--- src/rtl/rvde_pkg.sv ---
// Shared types, opcodes and status codes for the RV64 subset decode/execute block.
package rvde_pkg;

    localparam int XLEN      = 64;
    localparam int REG_COUNT = 32;
    localparam int REG_AW    = 5;
    localparam int INST_W    = 32;

    // Item kinds on the input channel.
    localparam logic FUNC_EXEC = 1'b0;
    localparam logic FUNC_DATA = 1'b1;

    // Memory request codes.
    localparam logic [1:0] MEM_NONE  = 2'd0;
    localparam logic [1:0] MEM_READ  = 2'd1;
    localparam logic [1:0] MEM_WRITE = 2'd2;

    // Result status codes.
    localparam logic [2:0] ST_DONE       = 3'd0;
    localparam logic [2:0] ST_WAIT_LOAD  = 3'd1;
    localparam logic [2:0] ST_EBREAK     = 3'd2;
    localparam logic [2:0] ST_ILLEGAL    = 3'd3;
    localparam logic [2:0] ST_UNEXPECTED = 3'd4;

    // Major opcodes.
    localparam logic [6:0] OPC_LOAD     = 7'h03;
    localparam logic [6:0] OPC_OPIMM    = 7'h13;
    localparam logic [6:0] OPC_AUIPC    = 7'h17;
    localparam logic [6:0] OPC_OPIMM32  = 7'h1B;
    localparam logic [6:0] OPC_STORE    = 7'h23;
    localparam logic [6:0] OPC_OP       = 7'h33;
    localparam logic [6:0] OPC_OP32     = 7'h3B;
    localparam logic [6:0] OPC_BRANCH   = 7'h63;
    localparam logic [6:0] OPC_JALR     = 7'h67;
    localparam logic [6:0] OPC_JAL      = 7'h6F;

    // Minor function codes.
    localparam logic [2:0] F3_ADD   = 3'd0;
    localparam logic [2:0] F3_SLL   = 3'd1;
    localparam logic [2:0] F3_WORD  = 3'd2;
    localparam logic [2:0] F3_DWORD = 3'd3;
    localparam logic [2:0] F3_SLTIU = 3'd3;
    localparam logic [2:0] F3_SRL   = 3'd5;
    localparam logic [2:0] F3_BEQ   = 3'd0;
    localparam logic [2:0] F3_BNE   = 3'd1;
    localparam logic [2:0] F3_BGE   = 3'd5;
    localparam logic [6:0] F7_ZERO  = 7'h00;
    localparam logic [6:0] F7_SUB   = 7'h20;

    localparam logic [INST_W-1:0] INST_EBREAK = 32'h0010_0073;
    localparam logic [REG_AW-1:0] REG_A0      = 5'd10;

    // One input beat.
    typedef struct packed {
        logic              func;
        logic [INST_W-1:0] inst;
        logic [XLEN-1:0]   pc;
        logic [XLEN-1:0]   load_data;
    } t_item;

    // One result beat.
    typedef struct packed {
        logic [XLEN-1:0] next_pc;
        logic [1:0]      mem_op;
        logic [XLEN-1:0] mem_addr;
        logic            mem_doubleword;
        logic [XLEN-1:0] store_data;
        logic [2:0]      status;
        logic [XLEN-1:0] exit_value;
    } t_result;

    // Register file write-back.
    typedef struct packed {
        logic              en;
        logic [REG_AW-1:0] addr;
        logic [XLEN-1:0]   data;
    } t_wb;

    // Outstanding load bookkeeping.
    typedef struct packed {
        logic              pending;
        logic [REG_AW-1:0] dest;
        logic              is_word;
    } t_ld_state;

endpackage

--- src/rtl/rvde_ram.sv ---
// Generic single-write, single-read RAM with registered read data.
module rvde_ram
    #(
        parameter int WIDTH = 64,
        parameter int DEPTH = 32
    )
    (
        input  logic                     i_clk,
        input  logic                     i_we,
        input  logic [$clog2(DEPTH)-1:0] i_waddr,
        input  logic [WIDTH-1:0]         i_wdata,
        input  logic                     i_re,
        input  logic [$clog2(DEPTH)-1:0] i_raddr,
        output logic [WIDTH-1:0]         o_rdata
    );

    logic [WIDTH-1:0] r_mem [DEPTH];
    logic [WIDTH-1:0] r_rdata;

    // Write port; a read of the same address in the same cycle returns old data.
    always_ff @(posedge i_clk) begin
        if (i_we) begin
            r_mem[i_waddr] <= i_wdata;
        end
        if (i_re) begin
            r_rdata <= r_mem[i_raddr];
        end
    end

    assign o_rdata = r_rdata;

endmodule

--- src/rtl/rvde_exec.sv ---
// Instruction decode, ALU, branch resolution and load bookkeeping for one item.
module rvde_exec
    import rvde_pkg::*;
    (
        input  t_item           i_item,
        input  logic [XLEN-1:0] i_rs1,
        input  logic [XLEN-1:0] i_rs2,
        input  logic [XLEN-1:0] i_a0,
        input  t_ld_state       i_ld,
        output t_result         o_res,
        output t_wb             o_wb,
        output t_ld_state       o_ld
    );

    logic [INST_W-1:0] w;
    logic [6:0]        opc;
    logic [2:0]        f3;
    logic [6:0]        f7;
    logic [REG_AW-1:0] rd;
    logic [5:0]        sh;
    logic [XLEN-1:0]   imm_i;
    logic [XLEN-1:0]   imm_s;
    logic [XLEN-1:0]   imm_b;
    logic [XLEN-1:0]   imm_j;
    logic [XLEN-1:0]   imm_u;
    logic [XLEN-1:0]   ag_sum;
    logic [XLEN-1:0]   pc_sum;
    logic [XLEN-1:0]   pc_inc;
    logic [XLEN-1:0]   add_rr;
    logic [XLEN-1:0]   sub_rr;
    logic              is_store;
    logic              lt_imm;
    logic              ge_signed;
    logic              take;
    logic [XLEN-1:0]   ld_val;

    // Field split and immediate formats.
    assign w     = i_item.inst;
    assign opc   = w[6:0];
    assign f3    = w[14:12];
    assign f7    = w[31:25];
    assign rd    = w[11:7];
    assign sh    = w[25:20];
    assign imm_i = {{52{w[31]}}, w[31:20]};
    assign imm_s = {{52{w[31]}}, w[31:25], w[11:7]};
    assign imm_b = {{51{w[31]}}, w[31], w[7], w[30:25], w[11:8], 1'b0};
    assign imm_j = {{43{w[31]}}, w[31], w[19:12], w[20], w[30:21], 1'b0};
    assign imm_u = {{32{w[31]}}, w[31:12], 12'b0};

    // Shared adders: register base plus immediate, pc plus immediate.
    assign is_store  = (opc == OPC_STORE);
    assign ag_sum    = i_rs1 + (is_store ? imm_s : imm_i);
    assign pc_sum    = i_item.pc + ((opc == OPC_AUIPC) ? imm_u :
                                    (opc == OPC_JAL)   ? imm_j : imm_b);
    assign pc_inc    = i_item.pc + 64'd4;
    assign add_rr    = i_rs1 + i_rs2;
    assign sub_rr    = i_rs1 - i_rs2;
    assign lt_imm    = (i_rs1 < imm_i);
    assign ge_signed = ($signed(i_rs1) >= $signed(i_rs2));

    // Branch condition.
    always_comb begin
        case (f3)
            F3_BEQ:  take = (i_rs1 == i_rs2);
            F3_BNE:  take = (i_rs1 != i_rs2);
            F3_BGE:  take = ge_signed;
            default: take = 1'b0;
        endcase
    end

    // Returned load data, sign-extended for a word load.
    assign ld_val = i_ld.is_word ? {{32{i_item.load_data[31]}}, i_item.load_data[31:0]}
                                 : i_item.load_data;

    // Main decode and execute.
    always_comb begin
        o_res.next_pc        = pc_inc;
        o_res.mem_op         = MEM_NONE;
        o_res.mem_addr       = '0;
        o_res.mem_doubleword = 1'b0;
        o_res.store_data     = '0;
        o_res.status         = ST_DONE;
        o_res.exit_value     = '0;
        o_wb.en              = 1'b0;
        o_wb.addr            = rd;
        o_wb.data            = '0;
        o_ld                 = i_ld;

        if (i_item.func == FUNC_DATA) begin
            o_res.next_pc = '0;
            if (i_ld.pending) begin
                o_wb.en      = 1'b1;
                o_wb.addr    = i_ld.dest;
                o_wb.data    = ld_val;
                o_ld.pending = 1'b0;
            end else begin
                o_res.status = ST_UNEXPECTED;
            end
        end else if (i_ld.pending) begin
            // Retry the same instruction once the load data has arrived.
            o_res.next_pc = i_item.pc;
            o_res.status  = ST_WAIT_LOAD;
        end else if (opc == OPC_AUIPC) begin
            o_wb.en   = 1'b1;
            o_wb.data = pc_sum;
        end else if (opc == OPC_LOAD && (f3 == F3_DWORD || f3 == F3_WORD)) begin
            o_res.mem_op         = MEM_READ;
            o_res.mem_addr       = ag_sum;
            o_res.mem_doubleword = (f3 == F3_DWORD);
            o_res.status         = ST_WAIT_LOAD;
            o_ld.pending         = 1'b1;
            o_ld.dest            = rd;
            o_ld.is_word         = (f3 == F3_WORD);
        end else if (opc == OPC_STORE && f3 == F3_DWORD) begin
            o_res.mem_op         = MEM_WRITE;
            o_res.mem_addr       = ag_sum;
            o_res.mem_doubleword = 1'b1;
            o_res.store_data     = i_rs2;
        end else if (opc == OPC_OPIMM && f3 == F3_ADD) begin
            o_wb.en   = 1'b1;
            o_wb.data = ag_sum;
        end else if (opc == OPC_OPIMM && f3 == F3_SLTIU) begin
            o_wb.en   = 1'b1;
            o_wb.data = {63'd0, lt_imm};
        end else if (opc == OPC_OPIMM && f3 == F3_SLL && w[31:26] == 6'd0) begin
            o_wb.en   = 1'b1;
            o_wb.data = i_rs1 << sh;
        end else if (opc == OPC_OPIMM && f3 == F3_SRL && w[31:26] == 6'd0) begin
            o_wb.en   = 1'b1;
            o_wb.data = i_rs1 >> sh;
        end else if (opc == OPC_OPIMM32 && f3 == F3_ADD) begin
            o_wb.en   = 1'b1;
            o_wb.data = {{32{ag_sum[31]}}, ag_sum[31:0]};
        end else if (opc == OPC_OP32 && f3 == F3_ADD && f7 == F7_ZERO) begin
            o_wb.en   = 1'b1;
            o_wb.data = {{32{add_rr[31]}}, add_rr[31:0]};
        end else if (opc == OPC_OP && f3 == F3_ADD && f7 == F7_ZERO) begin
            o_wb.en   = 1'b1;
            o_wb.data = add_rr;
        end else if (opc == OPC_OP && f3 == F3_ADD && f7 == F7_SUB) begin
            o_wb.en   = 1'b1;
            o_wb.data = sub_rr;
        end else if (opc == OPC_JAL) begin
            o_res.next_pc = pc_sum;
            o_wb.en       = 1'b1;
            o_wb.data     = pc_inc;
        end else if (opc == OPC_JALR && f3 == F3_ADD) begin
            o_res.next_pc = {ag_sum[XLEN-1:1], 1'b0};
            o_wb.en       = 1'b1;
            o_wb.data     = pc_inc;
        end else if (opc == OPC_BRANCH && (f3 == F3_BEQ || f3 == F3_BNE || f3 == F3_BGE)) begin
            if (take) begin
                o_res.next_pc = pc_sum;
            end
        end else if (w == INST_EBREAK) begin
            o_res.status     = ST_EBREAK;
            o_res.exit_value = i_a0;
        end else begin
            o_res.status = ST_ILLEGAL;
        end

        // Register x0 is never written.
        if (o_wb.addr == '0) begin
            o_wb.en = 1'b0;
        end
    end

endmodule

--- src/rtl/rv64_subset_decode_execute.sv ---
// Top level of the RV64 subset decode/execute block: pipeline, register file, result register.
//
// Input channel: i_valid, o_stall and the fields i_func, i_inst, i_pc, i_load_data.
// A beat is taken at a rising edge with i_valid high and o_stall low. With i_func low
// the beat executes i_inst at i_pc; with i_func high it returns data for a pending load.
// Output channel: o_valid, i_stall and the result fields; a beat leaves at an edge with
// o_valid high and i_stall low. Every input beat yields exactly one result beat.
// The edge that takes a beat reads the register file into the execute register, and the
// result register loads from it once empty or draining. Throughput is one beat per cycle
// while the receiver does not stall; the register file read ports and a one-entry write
// bypass let dependent instructions follow each other with no bubble. A load issues a
// read request and the following data beat completes it; instructions arriving in between
// report a wait. When the receiver stalls, the result register holds, the execute stage
// fills behind it and then o_stall rises until the result beat is taken. Reset clears the
// register file (through per-entry valid bits, so it takes effect at once), the pending-load
// state and both pipeline valids; no beat is lost or repeated across a stall.
module rv64_subset_decode_execute
    import rvde_pkg::*;
    (
        input  logic            i_clk,
        input  logic            i_rst_n,
        input  logic            i_valid,
        output logic            o_stall,
        input  logic            i_func,
        input  logic [31:0]     i_inst,
        input  logic [63:0]     i_pc,
        input  logic [63:0]     i_load_data,
        output logic            o_valid,
        input  logic            i_stall,
        output logic [63:0]     o_next_pc,
        output logic [1:0]      o_mem_op,
        output logic [63:0]     o_mem_addr,
        output logic            o_mem_doubleword,
        output logic [63:0]     o_store_data,
        output logic [2:0]      o_status,
        output logic [63:0]     o_exit_value
    );

    logic                 r_s1_valid;
    t_item                r_s1_item;
    logic                 r_out_valid;
    t_result              r_out;
    t_ld_state            r_ld;
    logic [REG_COUNT-1:0] r_rf_vld;
    logic [XLEN-1:0]      r_a0;
    logic                 r_vld1;
    logic                 r_vld2;
    logic                 r_hit1;
    logic                 r_hit2;
    logic [XLEN-1:0]      r_byp_data;

    logic                 in_acc;
    logic                 out_load;
    logic                 s1_adv;
    logic                 wr_en;
    logic [REG_AW-1:0]    raddr1;
    logic [REG_AW-1:0]    raddr2;
    logic [XLEN-1:0]      q1;
    logic [XLEN-1:0]      q2;
    logic [XLEN-1:0]      rs1_val;
    logic [XLEN-1:0]      rs2_val;
    t_result              ex_res;
    t_wb                  ex_wb;
    t_ld_state            ex_ld;

    // Handshake: the result register loads when empty or draining.
    assign out_load = !r_out_valid || !i_stall;
    assign s1_adv   = r_s1_valid && out_load;
    assign o_stall  = r_s1_valid && !out_load;
    assign in_acc   = i_valid && !o_stall;
    assign wr_en    = s1_adv && ex_wb.en;

    assign raddr1 = i_inst[19:15];
    assign raddr2 = i_inst[24:20];

    // Two copies of the register file, one per source operand.
    rvde_ram #(
        .WIDTH (64),
        .DEPTH (32)
    ) u_rf_a (
        .i_clk   (i_clk),
        .i_we    (wr_en),
        .i_waddr (ex_wb.addr),
        .i_wdata (ex_wb.data),
        .i_re    (in_acc),
        .i_raddr (raddr1),
        .o_rdata (q1)
    );

    rvde_ram #(
        .WIDTH (64),
        .DEPTH (32)
    ) u_rf_b (
        .i_clk   (i_clk),
        .i_we    (wr_en),
        .i_waddr (ex_wb.addr),
        .i_wdata (ex_wb.data),
        .i_re    (in_acc),
        .i_raddr (raddr2),
        .o_rdata (q2)
    );

    // Operand select: bypass from the write in the same edge, else RAM or reset zero.
    assign rs1_val = r_hit1 ? r_byp_data : (r_vld1 ? q1 : '0);
    assign rs2_val = r_hit2 ? r_byp_data : (r_vld2 ? q2 : '0);

    rvde_exec u_exec (
        .i_item (r_s1_item),
        .i_rs1  (rs1_val),
        .i_rs2  (rs2_val),
        .i_a0   (r_a0),
        .i_ld   (r_ld),
        .o_res  (ex_res),
        .o_wb   (ex_wb),
        .o_ld   (ex_ld)
    );

    // Execute-stage input register and operand bookkeeping.
    always_ff @(posedge i_clk) begin
        if (!i_rst_n) begin
            r_s1_valid <= 1'b0;
        end else if (in_acc) begin
            r_s1_valid <= 1'b1;
        end else if (s1_adv) begin
            r_s1_valid <= 1'b0;
        end
        if (in_acc) begin
            r_s1_item.func      <= i_func;
            r_s1_item.inst      <= i_inst;
            r_s1_item.pc        <= i_pc;
            r_s1_item.load_data <= i_load_data;
            r_vld1              <= r_rf_vld[raddr1];
            r_vld2              <= r_rf_vld[raddr2];
            r_hit1              <= wr_en && (ex_wb.addr == raddr1);
            r_hit2              <= wr_en && (ex_wb.addr == raddr2);
            r_byp_data          <= ex_wb.data;
        end
    end

    // Architectural state: entry valid bits, a0 copy, pending load.
    always_ff @(posedge i_clk) begin
        if (!i_rst_n) begin
            r_rf_vld <= '0;
            r_a0     <= '0;
            r_ld     <= '0;
        end else if (s1_adv) begin
            r_ld <= ex_ld;
            if (ex_wb.en) begin
                r_rf_vld[ex_wb.addr] <= 1'b1;
                if (ex_wb.addr == REG_A0) begin
                    r_a0 <= ex_wb.data;
                end
            end
        end
    end

    // Result register.
    always_ff @(posedge i_clk) begin
        if (!i_rst_n) begin
            r_out_valid <= 1'b0;
        end else if (out_load) begin
            r_out_valid <= r_s1_valid;
        end
        if (s1_adv) begin
            r_out <= ex_res;
        end
    end

    assign o_valid          = r_out_valid;
    assign o_next_pc        = r_out.next_pc;
    assign o_mem_op         = r_out.mem_op;
    assign o_mem_addr       = r_out.mem_addr;
    assign o_mem_doubleword = r_out.mem_doubleword;
    assign o_store_data     = r_out.store_data;
    assign o_status         = r_out.status;
    assign o_exit_value     = r_out.exit_value;

endmodule
--- config.mk ---
export PLATFORM = sky130hd
export DESIGN_NAME = rv64_subset_decode_execute
export DESIGN_NICKNAME = d
export VERILOG_FILES = /design/src/rtl/rvde_pkg.sv /design/src/rtl/rvde_ram.sv /design/src/rtl/rvde_exec.sv /design/src/rtl/rv64_subset_decode_execute.sv
export SDC_FILE = /design/constraint.sdc
export NUM_CORES = 2
export LEC_CHECK = 0
export BUFFER_PORTS_ARGS = -buffer_cell sky130_fd_sc_hd__buf_2
export CAP_MARGIN = 0
export CORE_UTILIZATION = 36
export CTS_CLUSTER_SIZE = 28
export DETAILED_ROUTE_END_ITERATION = 10
export SYNTH_ARGS = -nofsm -noshare
export SYNTH_HDL_FRONTEND = slang
export SYNTH_SLANG_ARGS = --single-unit
--- constraint.sdc ---
create_clock -name i_clk -period 46.4 [get_ports i_clk]
set_input_delay 6.96 -clock i_clk [delete_from_list [all_inputs] [get_ports i_clk]]
set_output_delay 6.96 -clock i_clk [all_outputs]
set_load 0.01 [all_outputs]
== Word-level counts from Yosys, hierarchy flattened ==
Memories as Yosys holds them, arrays and structs flattened. A register that Yosys moved wholly into a read port is not among the register bits.
Cells that the tools add are included.
Operators by class
  $add $sub $neg: 5
  magnitude comparators: 6
  eq/ne operators: 21
  shift operators: 2
  mux-type cells: 94
  bitwise gates (word level): 6
  reductions and logical operators: 43
Operators by type and width (number)
  64-bit 2-to-1 mux: 38
  67-bit 2-to-1 mux: 12
  262-bit 2-to-1 mux: 1
  64-bit adder: 3
  131-bit 2-to-1 mux: 1
  70-bit 2-to-1 mux: 1
  66-bit 2-to-1 mux: 1
  64-bit by 3-bit adder with 64-bit output (second input constant): 1
  64-bit equality test: 1
  64-bit greater-or-equal comparator: 1
  64-bit < comparator: 1
  64-bit inequality test: 1
  64-bit by 6-bit left shift with 64-bit output: 1
  64-bit by 6-bit right shift with 64-bit output: 1
  64-bit subtractor: 1
  32-bit by 21-bit equality test with 1-bit output (second input constant): 1
  32-bit OR: 1
  31-bit 2-to-1 mux: 1
  7-bit by 6-bit equality test with 1-bit output (second input constant): 4
  1-bit 2-to-1 mux: 25
  1-bit logical AND: 23
  7-bit by 5-bit equality test with 1-bit output (second input constant): 3
  7-bit equality test (second input constant): 3
  7-bit 2-to-1 mux: 3
  other kinds (29): 48
Word-level totals
  register bits: 596
  RAM bits: 4096
  input port bits: 165
  output and inout bits: 264
  memories: 2
Memories
  u_rf_a.r_mem: words 32, bits a word 64, rd ports 1, clocked after memory_dff 1, write ports 1, RTL line rvde_ram.sv:17  | logic [WIDTH-1:0] r_mem [DEPTH];
  u_rf_b.r_mem: words 32, bits a word 64, rd ports 1, clocked after memory_dff 1, write ports 1, RTL line rvde_ram.sv:17

== Logic depth before layout (Yosys ltp) ==
  depth in word-level cells: 21
  mapped depth: 24
  gate-level depth less buffers: 20

== Hierarchy ==
A second synthesis with hierarchy kept.
Unflattened totals
  cell total of the unflattened synthesis: 12824
  area total of the unflattened synthesis: 214903.6 µm²
Modules (own cells, without submodules)
  rvde_ram: instances 2, cells an instance 3096, area an instance 79605.1 µm², sequential area each 63420.8 µm²
  rvde_exec: instances 1, cells an instance 5432, area an instance 34926.0 µm², sequential area each 0.0 µm²
  rv64_subset_decode_execute: instances 1, cells an instance 1200, area an instance 20767.4 µm², sequential area each 16846.2 µm²

== Worst setup path after synthesis ==
Ideal clock, no wire load.
  kind: input -> register
  from: input port i_stall
  to: memory u_rf_b.r_mem[29][0], enable pin
  library setup time: 649 ps
  arrival: 28130 ps
  required time: 45751 ps
  slack: 17621 ps
  cell stages on the path: 5
  path buffers: 1
  cells stage by stage: a21boi_1 -> o211a_2 -> nand2b_1 -> buf_1 -> nor4_1
On the way
  cells in the longest elaborated chain, start to end: 6
RTL lines
  start: declaration: RTL line rv64_subset_decode_execute.sv:29  | input logic i_stall,
  1-bit zero test: RTL line rv64_subset_decode_execute.sv:67  | assign out_load = !r_out_valid || !i_stall;
  1-bit logical OR: RTL line rv64_subset_decode_execute.sv:67
  1-bit logical AND: RTL line rv64_subset_decode_execute.sv:68  | assign s1_adv = r_s1_valid && out_load;
  1-bit logical AND: RTL line rv64_subset_decode_execute.sv:71  | assign wr_en = s1_adv && ex_wb.en;
  1-bit 2-to-1 mux: RTL line rvde_ram.sv:22  | if (i_we) begin
  1-bit 2-to-1 mux (not written as such): RTL line rvde_ram.sv:23  | r_mem[i_waddr] <= i_wdata;
  end: declaration: RTL line rvde_ram.sv:17
Every way passes these cells.

== Final worst setup path ==
  from: input port i_stall
  to: output port o_stall
On the way
  cells in the longest elaborated chain, start to end: 4
RTL lines
  1-bit zero test: RTL line rv64_subset_decode_execute.sv:67
  1-bit logical OR: RTL line rv64_subset_decode_execute.sv:67
  1-bit zero test: RTL line rv64_subset_decode_execute.sv:69  | assign o_stall = r_s1_valid && !out_load;
  1-bit logical AND: RTL line rv64_subset_decode_execute.sv:69
  end: declaration: RTL line rv64_subset_decode_execute.sv:23  | output logic o_stall,
Every way passes these cells.

==> flow_summary_export.csv <==
group,metric,value,unit
status,status,"finished, final reports clean",
cts,postCtsHoldBufs,0,
cts,cts_buffers,295,
setup_path,crit_arrival,7.48,ns
cts,ctsResizeCount,0,
floorplanning,fp-row-count,239,
floorplanning,die_w,655.5,um
grt,grt_pass1_wl,908800,um
detailed_routing,drt-total-wl,674700,um
cts,cts_buffer_depth,4,
timing,fin_crit_sh,0.3112,
timing,hold_viol_final,0,
timing,tightest_slew,1.442,ns
cts,cts_setup_buffers,0,
setup_path,cp.required,39.44,ns
pwr,total_power,5991,uW
cts,clk_pin_slew,0.06,ns
setup_path,cpLargestDelayFamily,"buffers and inverters",
pwr,p_leak,0.06261,uW
synthesis,syn_avg_cell_area,14.15,um^2
synthesis,netlist_instances,10860,
synthesis,synthFlopType,"edfxtp_1",
cells_and_area,most-common-layout-cells,"edfxtp_1, mux4_2, nor2_1",
detailed_routing,vias,112700,
grt,grt_pass1_vias,107200,
synthesis,yosysSeqAreaShare,0.5346,
pwr,peakVddDrop,0.02976,mV
synthesis,synth_cell_type_count,126,
detailed_routing,detail_route.wl_per_cell,39.19,um
timing,max_freq,0.06925,GHz
hold_path,hp-start,"r_a0[6]",
setup_path,crit_chain,"buf_2 -> and3_1 -> buf_2",
placement,dpl.hpwl,464400,um
setup_path,path_max_fanout,3,
synthesis,synth_edf_count,2667,
timing,finClkSkew,0.1042,ns
setup_path,rr_startpoint,"r_hit2",
cts,htree_levels,5,
floorplanning,ioPinCount,429,
floorplanning,die_h,655.5,um
timing,finalSetupViolations,0,
cells_and_area,drive_gt1_frac,0.2606,
synthesis,synth_area,0.1537,mm^2
setup_path,worstSetupStartpointType,"primary input",
setup_path,reg2regPathDepth,17,
setup_path,r2r-end,"u_rf_b.r_mem[4][49]",
detailed_routing,drt_iter0_drc,17320,
detailed_routing,firstDrtPassIters,8,
floorplanning,start_util,0.3623,
detailed_routing,vias_per_cell,6.546,
setup_path,critPathSlowestCell,"and3_1",
hold_path,hold_path_end,"r_a0[6]",
timing,setup_tns,0,ns
synthesis,synth_warnings,0,
setup_path,cp-end-kind,"output pin",
timing,final-max-slew-violation-count,0,
floorplanning,dieArea,0.4297,mm^2
grt,grt_antenna_before_repair,52,
floorplanning,core_area,0.4243,mm^2
hold_path,min_path_cells,2,
setup_path,crit_type,"in2out",
setup_path,slowest_delay,0.24,ns
cts,cts_tree,"done",
cells_and_area,area_growth,13.03,%
cells_and_area,mostFrequentLayoutCell,"edfxtp_1",
cells_and_area,nets,11770,
placement,gp_congestion,1.102,
detailed_routing,detail-route-antenna-nets,0,
pwr,p_per_area,34.48,mW/mm^2
cts,root_buffer,"clkbuf_16",
grt,track_usage,0.3043,
synthesis,synthArstFlopShare,0,
job,maxCapViolCount,0,
timing,grt_setup_unrepaired,"false",
synthesis,ys_ff_latch,2772,
placement,io_buffer_count,428,
grt,grt_start_max_net_pins,129,
hold_path,hold_class,"reg2reg",
setup_path,crit_top_cell,"buf_2",
setup_path,r2r_slack,36.63,ns
grt,grt-ovfl-total,0,
timing,relSlewSlack,0.02820,
timing,fin_crit,14.44,ns
detailed_routing,post-route-drc-count,0,
cts,cts_sinks,2772,
cts,clock_latency,0.97,ns
setup_path,worstPathBufferInverterCount,2,
-- worst max-delay path by stage --
stage / start / to / slack [ns] / cells after the start
6_report: i_stall / o_stall / 31.96 / 3
5_1_grt: i_stall / o_stall / 31.91 / 3
4_1_cts: i_stall / o_stall / 31.96 / 3
3_5_place_dp: i_stall / o_stall / 31.95 / 3
3_3_place_gp: i_stall / o_stall / 31.94 / 3
2_1_floorplan: i_stall / u_rf_b.r_mem[29][0] / 17.62 / 5
-- metal layers --
| metal | vias up | wire length, um | part of all wire | global-route usage |
|---|---|---|---|---|
| li1 | 44870 | - | - | - |
| met1 | 58630 | 253300 | 0.38 | 0.3953 |
| met5 | - | 90 | 0.00013 | 0 |
| met3 | 1657 | 67830 | 0.10 | 0.06358 |
| met4 | 14 | 56340 | 0.084 | 0.2053 |
| met2 | 7517 | 297100 | 0.44 | 0.4602 |
-- report_power, final --
part	internal, uW	switching [uW]	total (uW)
clock	1360	1020	2380
combinational	248	561	809
sequential	2770	34.2	2800
-- layout make-up --
cell class | count | area [um^2]
Clock inverter | 171 | 1698
Sequential cell | 2772 | 82190
Fill cell | 38920 | 250600
Clock buffer | 359 | 7885
Antenna cell | 39 | 97.59
Tap cell | 5663 | 7086
Inverter | 281 | 1069
Timing Repair Buffer | 835 | 5580
Multi-Input combinational cell | 7095 | 68170
-- registers in the layout, indices dropped and copies added (netlist names), 32 cells and up --
register,count
u_rf_a.o_rdata,64
r_a0,64
r_s1_item,161
o_exit_value,64
o_mem_addr,64
r_byp_data,64
u_rf_b.o_rdata,64
o_store_data,64
r_rf_vld,32
u_rf_b.r_mem,2048
o_next_pc,64
-- cells in the mapped netlist, drive strengths merged, types with 75 or more instances --
cell type / number / area [um^2]
a21oi: 677 / 3403
and2: 162 / 1013
xnor2: 157 / 1383
clkbuf: 525 / 1972
nor4: 106 / 727.0
nand4: 99 / 638.1
nor3: 149 / 772.0
mux2i: 175 / 1752
mux4: 1359 / 30610
nor2b: 78 / 488.0
a211oi: 101 / 795.8
buf: 253 / 1187
nor2: 802 / 3013
mux2: 151 / 1700
nand3: 182 / 910.9
a22oi: 120 / 900.9
o211ai: 75 / 568.0
nand2: 637 / 2396
edfxtp: 2667 / 80090
o21ai: 428 / 2146
ha: 316 / 3954
a221oi: 75 / 675.6
dfxtp: 105 / 2102
a21o: 92 / 690.7
inv: 278 / 1044
-- cell families after synthesis --
| kind of cell | after synthesis | synth area share |
|---|---|---|
| flops | 2772 | 0.5346 |
| simple gates | 2503 | 0.07824 |
| compound gates | 2305 | 0.09954 |
| mux | 1685 | 0.2215 |
| buf+inv | 1059 | 0.02741 |
| fa+ha+maj | 320 | 0.02624 |
| xor+xnor | 218 | 0.01247 |
| other cells | 1 | 0.00002439 |
-- tightest hold or removal path, cell delays in order (launching register included) --
cell and delay [ns]:
dfxtp_1 0.31, nand2_1 0.05, a21oi_1 0.05
-- through the flow --
| stage | cell area (um^2) | setup WS, ns | utilization | cells | hold slack [ns] |
|---|---|---|---|---|---|
| detailed placement | 164100 | 31.95 | 0.3866 | 16640 | 0.4454 |
| global placement | 164100 | 31.94 | 0.3866 | 16640 | 0.4417 |
| finish | 173800 | 31.96 | 0.4095 | 17220 | 0.4531 |
| floorplan | 154000 | 17.62 | - | 10930 | 0.4273 |
| CTS | 173600 | 31.96 | 0.4092 | 17170 | 0.4543 |
| global route | 173700 | 31.91 | 0.4094 | 17190 | 0.4740 |
Power figures use the tool's default switching activity.
